[src/rtl/core/limit_order_book_levels_core_assert.svh]
// assertion macros shared by the core
`ifndef LIMIT_ORDER_BOOK_LEVELS_CORE_ASSERT_SVH
`define LIMIT_ORDER_BOOK_LEVELS_CORE_ASSERT_SVH

// same-cycle implication
`define LOBL_ASSERT_IMP(name, clk, rst, ante, cons, msg) \
   name: assert property (@(posedge clk) disable iff (rst) (ante) |-> (cons)) \
      else $error(msg);

// next-cycle implication
`define LOBL_ASSERT_NXT(name, clk, rst, ante, cons, msg) \
   name: assert property (@(posedge clk) disable iff (rst) (ante) |=> (cons)) \
      else $error(msg);

`endif

[src/rtl/core/lobl_ram.sv]
`timescale 1ns / 1ps
module lobl_ram #(
   parameter int WIDTH = 8,
   parameter int DEPTH = 16
) (
   input  logic                     clock,
   input  logic                     we,
   input  logic [$clog2(DEPTH)-1:0] waddr,
   input  logic [WIDTH-1:0]         wdata,
   input  logic [$clog2(DEPTH)-1:0] raddr,
   output logic [WIDTH-1:0]         rdata
);

   logic [WIDTH-1:0] mem [DEPTH];
   logic [WIDTH-1:0] rdata_ff;

   always_ff @(posedge clock) begin
      if (we) begin
         mem[waddr] <= wdata;
      end
      rdata_ff <= mem[raddr];
   end

   assign rdata = rdata_ff;

endmodule

[config.mk]
export PLATFORM = sky130hd
export DESIGN_NAME = lobl_ram
export DESIGN_NICKNAME = d
export VERILOG_FILES = /design/src/rtl/core/limit_order_book_levels_core_assert.svh /design/src/rtl/core/lobl_ram.sv
export SDC_FILE = /design/constraint.sdc
export NUM_CORES = 1
export LEC_CHECK = 0
export BUFFER_PORTS_ARGS = -buffer_cell sky130_fd_sc_hd__buf_2
export CAP_MARGIN = 10
export CELL_PAD_IN_SITES_DETAIL_PLACEMENT = 0
export CELL_PAD_IN_SITES_GLOBAL_PLACEMENT = 1
export CORE_MARGIN = 5
export CORE_UTILIZATION = 35
export DETAILED_ROUTE_END_ITERATION = 12
export PLACE_DENSITY_LB_ADDON = 0.1
export RECOVER_POWER = 100
export REMOVE_ABC_BUFFERS = 1
export SLEW_MARGIN = 20
export SYNTH_ARGS = -nofsm -noshare
export SYNTH_HDL_FRONTEND = slang
export SYNTH_SLANG_ARGS = --single-unit
[constraint.sdc]
create_clock -name clock -period 2.25 [get_ports clock]
set_input_delay 0.1125 -clock clock [delete_from_list [all_inputs] [get_ports clock]]
set_output_delay 0.1125 -clock clock [all_outputs]
set_load 0.1 [all_outputs]
==> results of run 1 <==
final timing paths:
| check | from | to | slack [ps] | depth (start not counted) |
|---|---|---|---|---|
| setup reg to reg | mem[0][1]$_DFFE_PP_ | rdata[1]$_DFF_P_ | 850 | 3 |
| setup / recovery | rdata[3]$_DFF_P_ | rdata[3] | 470 | 1 |
| hold reg to reg | mem[7][3]$_DFFE_PP_ | rdata[3]$_DFF_P_ | 660 | 3 |
| hold / removal | wdata[7] | mem[11][7]$_DFFE_PP_ | 250 | 1 |
registers in the layout, indices dropped and copies added, names as in the netlist:
name	cells
rdata	8
mem	128
report_power, final:
part	switching (mW)	internal, mW
clock network	0.995	1.95
logic	0.273	0.101
registers	0.0198	2.83
placed cells by master, fill, tap and decap left out:
cell	instances
dfxtp_1	8
nand2_1	9
nor2b_1	1
clkinvlp_4	2
clkinv_4	2
and2b_1	1
nor2_1	13
or3b_2	1
nor3_1	4
buf_2	5
buf_4	1
mux4_1	14
nand2b_1	2
and2_1	1
clkinv_2	3
bufinv_16	5
mux4_2	18
edfxtp_1	128
clkinv_1	2
clkbuf_1	37
nand3_1	1
buf_12	2
nand3b_1	2
clkbuf_16	17
a22oi_1	16
per-stage QoR:
stage / setup slack, ps / area (sq um)
2_1_floorplan: 645 / 5060
3_3_place_gp: 527 / 5580
3_5_place_dp: 562 / 5580
4_1_cts: 795 / 6220
5_1_grt: 412 / 6130
6_report: 467 / 6130
logic make-up (layout without fill, tap and decap cells):
kind of cell	after synthesis	in the layout
and+or+nand+nor	35	35
muxes	32	32
buffers and inverters	10	76
DFF	136	136
AOI/OAI and AO/OA	16	16
per-layer routing:
metal	routed length, um	vias to the layer above	GRT usage	part of all wire
li1	-	1080	-	-
met1	5200	1299	0.180	0.48
met5	0	-	0	0
met2	5170	43	0.199	0.48
met3	341	9	0.0375	0.031
met4	119	0	0.0394	0.011
area by class of cell:
cell class              instances  area [sq um]
well taps                     184           230
multi-input cells              83          1060
fillers                      1281          8350
repair buffers                 44           208
flip-flops and latches        136          4000
clock buffers                  18           429
clock inverters                14           205
==> flow_summary.json, run 1 <==
{
  "status": "complete, no violations",
  "fmax_mhz": 561,
  "tns_ps": 0,
  "clk_latency_ps": 400,
  "vias": 2431,
  "cts_inserted_buffers": 17,
  "fin_crit_ps": 1780,
  "syn_inst": 229,
  "synthToLayoutAreaGrowth_pct": 19.2,
  "grt_pass1_vias": 2541,
  "gp_congestion": 0.666,
  "synth_edf_count": 128,
  "hold_viol_final": 0,
  "final_nets": 300,
  "slowest_delay_ps": 890,
  "synthMuxAreaShare": 0.150,
  "synth_area_leaders": "edfxtp_1 (75%), mux4_2 (7.9%), mux4_1 (7.1%)",
  "synth_adder_area_share": 0,
  "wl_per_cell_um": 22.6,
  "drtIter0Drc": 119,
  "crit_family": "buffers and inverters",
  "crit_type": "register to primary output",
  "path_cells": "clkbuf_1",
  "synth_top_area_share": 0.747,
  "yosys_warnings": 0,
  "power.total_mw": 6.18,
  "layout.cells.non_filler": 479,
  "dieArea_sq_um": 17200,
  "htree_levels": 4,
  "holdBufCountCts": 0,
  "clkTransAtPathRegs_ps": 50,
  "dieWidth_um": 131,
  "syn_area_per_cell_sq_um": 22.5,
  "die_h_um": 131,
  "synthArstFlopShare": 0,
  "maxSlewViolCount": 0,
  "start_kind": "register",
  "tritoncts": "yes",
  "slowest_stage": "clkbuf_1",
  "drt_first_pass_iters": 4,
  "synth_seq_area_share": 0.778,
  "synth-seq-cells": 136,
  "path_buf_inv": 1,
  "grt_setup_unrepaired": "false",
  "rows": 44,
  "antenna_found_initial": 0,
  "cts_buffer_depth": 2,
  "synth_area_sq_um": 5150,
  "worst_ir_drop_vdd_mv": 0.511,
  "cts-root-buf": "clkbuf_16",
  "drive_above_1_share": 0.190,
  "synth_ff_type": "edfxtp_1",
  "cp-end-kind": "primary output",
  "synth.distinct_cells": 19,
  "cts_sinks": 136,
  "synth_top_family_by_area": "multiplexers",
  "diodes": 0,
  "setup_viol": 0,
  "cts_resized": 0,
  "yosysMostFrequentCell": "edfxtp_1",
  "grt-ovfl-total": 0,
  "drt_wl_total_um": 10800,
  "grt_pass1_wl_um": 16500,
  "via_per_inst": 5.08,
  "grt_max_degree": 33,
  "cts_setup_buffers": 0,
  "hold_ws_ps": 249,
  "tightest_slew_ps": 1210,
  "crit_fanout": 1,
  "cp.required_ps": 2140,
  "fin_crit_sh": 0.793,
  "dp_hpwl_um": 6850,
  "remaining_drc_errors": 0,
  "power.leakage_nw": 1.98,
  "ant_nets": 0,
  "maxCapViolations": 0,
  "start_util": 0.356,
  "crit_arrival_ps": 1670,
  "synth_common_cells": "edfxtp_1 (128), mux4_2 (18), a22oi_1 (16)",
  "fin_skew_ps": 7.35,
  "synth_simple_gate_area_frac": 0.0318,
  "place_inst": 447,
  "hold_class": "input port to register",
  "port_buffers": 25,
  "postLayoutCoreUtil": 0.424,
  "grt_usage": 0.130,
  "ios": 26,
  "relSlewSlack": 0.200,
  "synth_compound_area_frac": 0.0233,
  "synth_top_cell_by_area": "edfxtp_1",
  "fp.coreArea_sq_um": 14500,
  "power_density_nw_per_um2": 1010,
  "synthXorXnorAreaFrac": 0
}
Note: power is estimated with default switching activity, not from simulation.
==> run 2, diff against run 1 <==
clock period = 1.55 ns   (was 2.25 ns; I/O delays follow)
==> run 2 against run 1 <==
Compared with the run above:
- worst setup slack got worse by 260 ps
- sequential share of layout area fell by 0.32 points
- highest routed layer unchanged
- critical path type unchanged
- utilization rose by 0.21 points
- power rose by 44%
- clock power rose by 42%
- flip-flop and latch count did not move
- critical path depth did not move
- count of clock-buffer cells in the layout rose by 2
==> flow_summary.json, run 2 (synthesis gave the netlist of run 1 again) <==
{
  "rr_endpoint": "rdata[4]$_DFF_P_",
  "ios": 26,
  "antenna_found_initial": 0,
  "start_kind": "register",
  "cts_resized": 0,
  "r2r_start": "mem[0][4]$_DFFE_PP_",
  "hold_class": "input port to register",
  "final_cell_mix": "edfxtp_1 (128), clkbuf_1 (30), mux4_2 (18)",
  "largest_reg_flops": 128,
  "layout.cells.non_filler": 483,
  "tightest_slew_ps": 723,
  "maxCapViolations": 0,
  "cts_buffer_depth": 2,
  "rows": 44,
  "grt_pass1_wl_um": 16000,
  "final_area_sq_um": 6160,
  "cts_setup_buffers": 0,
  "via_per_inst": 4.90,
  "path_buf_inv": 1,
  "crit_type": "register to primary output",
  "dieArea_sq_um": 17200,
  "cts_inserted_buffers": 17,
  "power.leakage_nw": 2.03,
  "synthToLayoutAreaGrowth_pct": 19.7,
  "top_register": "mem",
  "gp_congestion": 0.670,
  "slowest_delay_ps": 480,
  "hold_viol_final": 0,
  "crit_family": "buffers and inverters",
  "worst_ir_drop_vdd_mv": 0.928,
  "htree_levels": 4,
  "drt_first_pass_iters": 4,
  "power_density_nw_per_um2": 1440,
  "dp_hpwl_um": 6900,
  "final_nets": 305,
  "maxSlewViolCount": 0,
  "cp.required_ps": 1470,
  "diodes": 0,
  "ff2ff_path_depth": 3,
  "setup_viol": 0,
  "place_inst": 452,
  "fmax_mhz": 743,
  "path_cells": "clkbuf_2",
  "port_buffers": 25,
  "fin_crit_sh": 0.868,
  "clk_latency_ps": 400,
  "start_util": 0.356,
  "r2r_slack_ps": 220,
  "relSlewSlack": 0.517,
  "slowest_stage": "clkbuf_2",
  "ant_nets": 0,
  "hold_start": "wdata[5]",
  "die_h_um": 131,
  "wl_per_cell_um": 21.7,
  "tns_ps": 0,
  "crit_fanout": 1,
  "clkTransAtPathRegs_ps": 60,
  "fp.coreArea_sq_um": 14500,
  "holdBufCountCts": 0,
  "status": "complete, no violations",
  "placed_cell_area_sq_um": 5620,
  "layout.cells.most_common": "edfxtp_1",
  "grt_usage": 0.128,
  "grt_max_degree": 33,
  "remaining_drc_errors": 0,
  "cp-end-kind": "primary output",
  "timing.hold.worst_path_depth": 1,
  "grt_setup_unrepaired": "false",
  "tritoncts": "yes",
  "drtIter0Drc": 161,
  "hold_path_end": "mem[2][5]$_DFFE_PP_",
  "grt-ovfl-total": 0,
  "crit_arrival_ps": 1270,
  "fin_crit_ps": 1350,
  "cts_sinks": 136,
  "drt_wl_total_um": 10500,
  "fin_skew_ps": 4.24,
  "vias": 2365,
  "fillers": 1302,
  "cts-root-buf": "clkbuf_16",
  "dieWidth_um": 131,
  "grt_pass1_vias": 2530,
  "drive_above_1_share": 0.221
}
==> run 2: changes by cell type in the layout (fill, tap and decap cells not counted), moves of 2 or more <==
cell,previous run,this run
clkbuf_2,0,8
buf_4,1,6
clkinv_4,2,0
clkbuf_1,37,30
==> run 2: metal layers <==
layer  share of wire  global-route usage  vias up
li1                -                   -     1086
met1            0.46               0.172     1217
met2            0.48               0.196       46
met3           0.038              0.0382       16
met4           0.018              0.0480        0
met5               0                   0        -
==> run 2: how the worst max path moves through the flow <==
stage          slack, ps  cells past startpoint             endpoint                 start
2_1_floorplan        -20                      2  mem[0][0]$_DFFE_PP_              waddr[2]
3_3_place_gp          -2                      5     rdata[1]$_DFF_P_              raddr[0]
3_5_place_dp          20                      5     rdata[1]$_DFF_P_              raddr[0]
4_1_cts              180                      3     rdata[2]$_DFF_P_  mem[10][2]$_DFFE_PP_
5_1_grt              120                      3     rdata[0]$_DFF_P_   mem[1][0]$_DFFE_PP_
6_report             200                      1             rdata[2]      rdata[2]$_DFF_P_
==> run 2: cell type report <==
cell class | count | area [sq um] | area share
Sequential cell | 136 | 4000 | 0.650
Multi-Input combinational cell | 83 | 1060 | 0.172
Clock buffer | 20 | 437 | 0.0708
Timing Repair Buffer | 49 | 256 | 0.0416
Tap cell | 184 | 230 | 0.0374
Clock inverter | 11 | 179 | 0.0290
==> run 2: metrics by stage <==
| stage | hold slack (ps) | util | power [mW] | setup slack, ps |
|---|---|---|---|---|
| 3_3_place_gp | 478 | 0.388 | 4.79 | -1.55 |
| 4_1_cts | 44.2 | 0.431 | 9.01 | 183 |
| 6_report | 207 | 0.426 | 8.90 | 204 |
| 3_5_place_dp | 484 | 0.388 | 4.80 | 15.6 |
| 2_1_floorplan | 176 | - | 4.55 | -20.4 |
| 5_1_grt | 232 | 0.426 | 9.20 | 116 |
==> run 2: power by group <==
| part | total [mW] | switching, mW | internal (mW) |
|---|---|---|---|
| clock | 4.20 | 1.38 | 2.82 |
| combinational | 0.555 | 0.393 | 0.162 |
| sequential | 4.14 | 0.0272 | 4.12 |
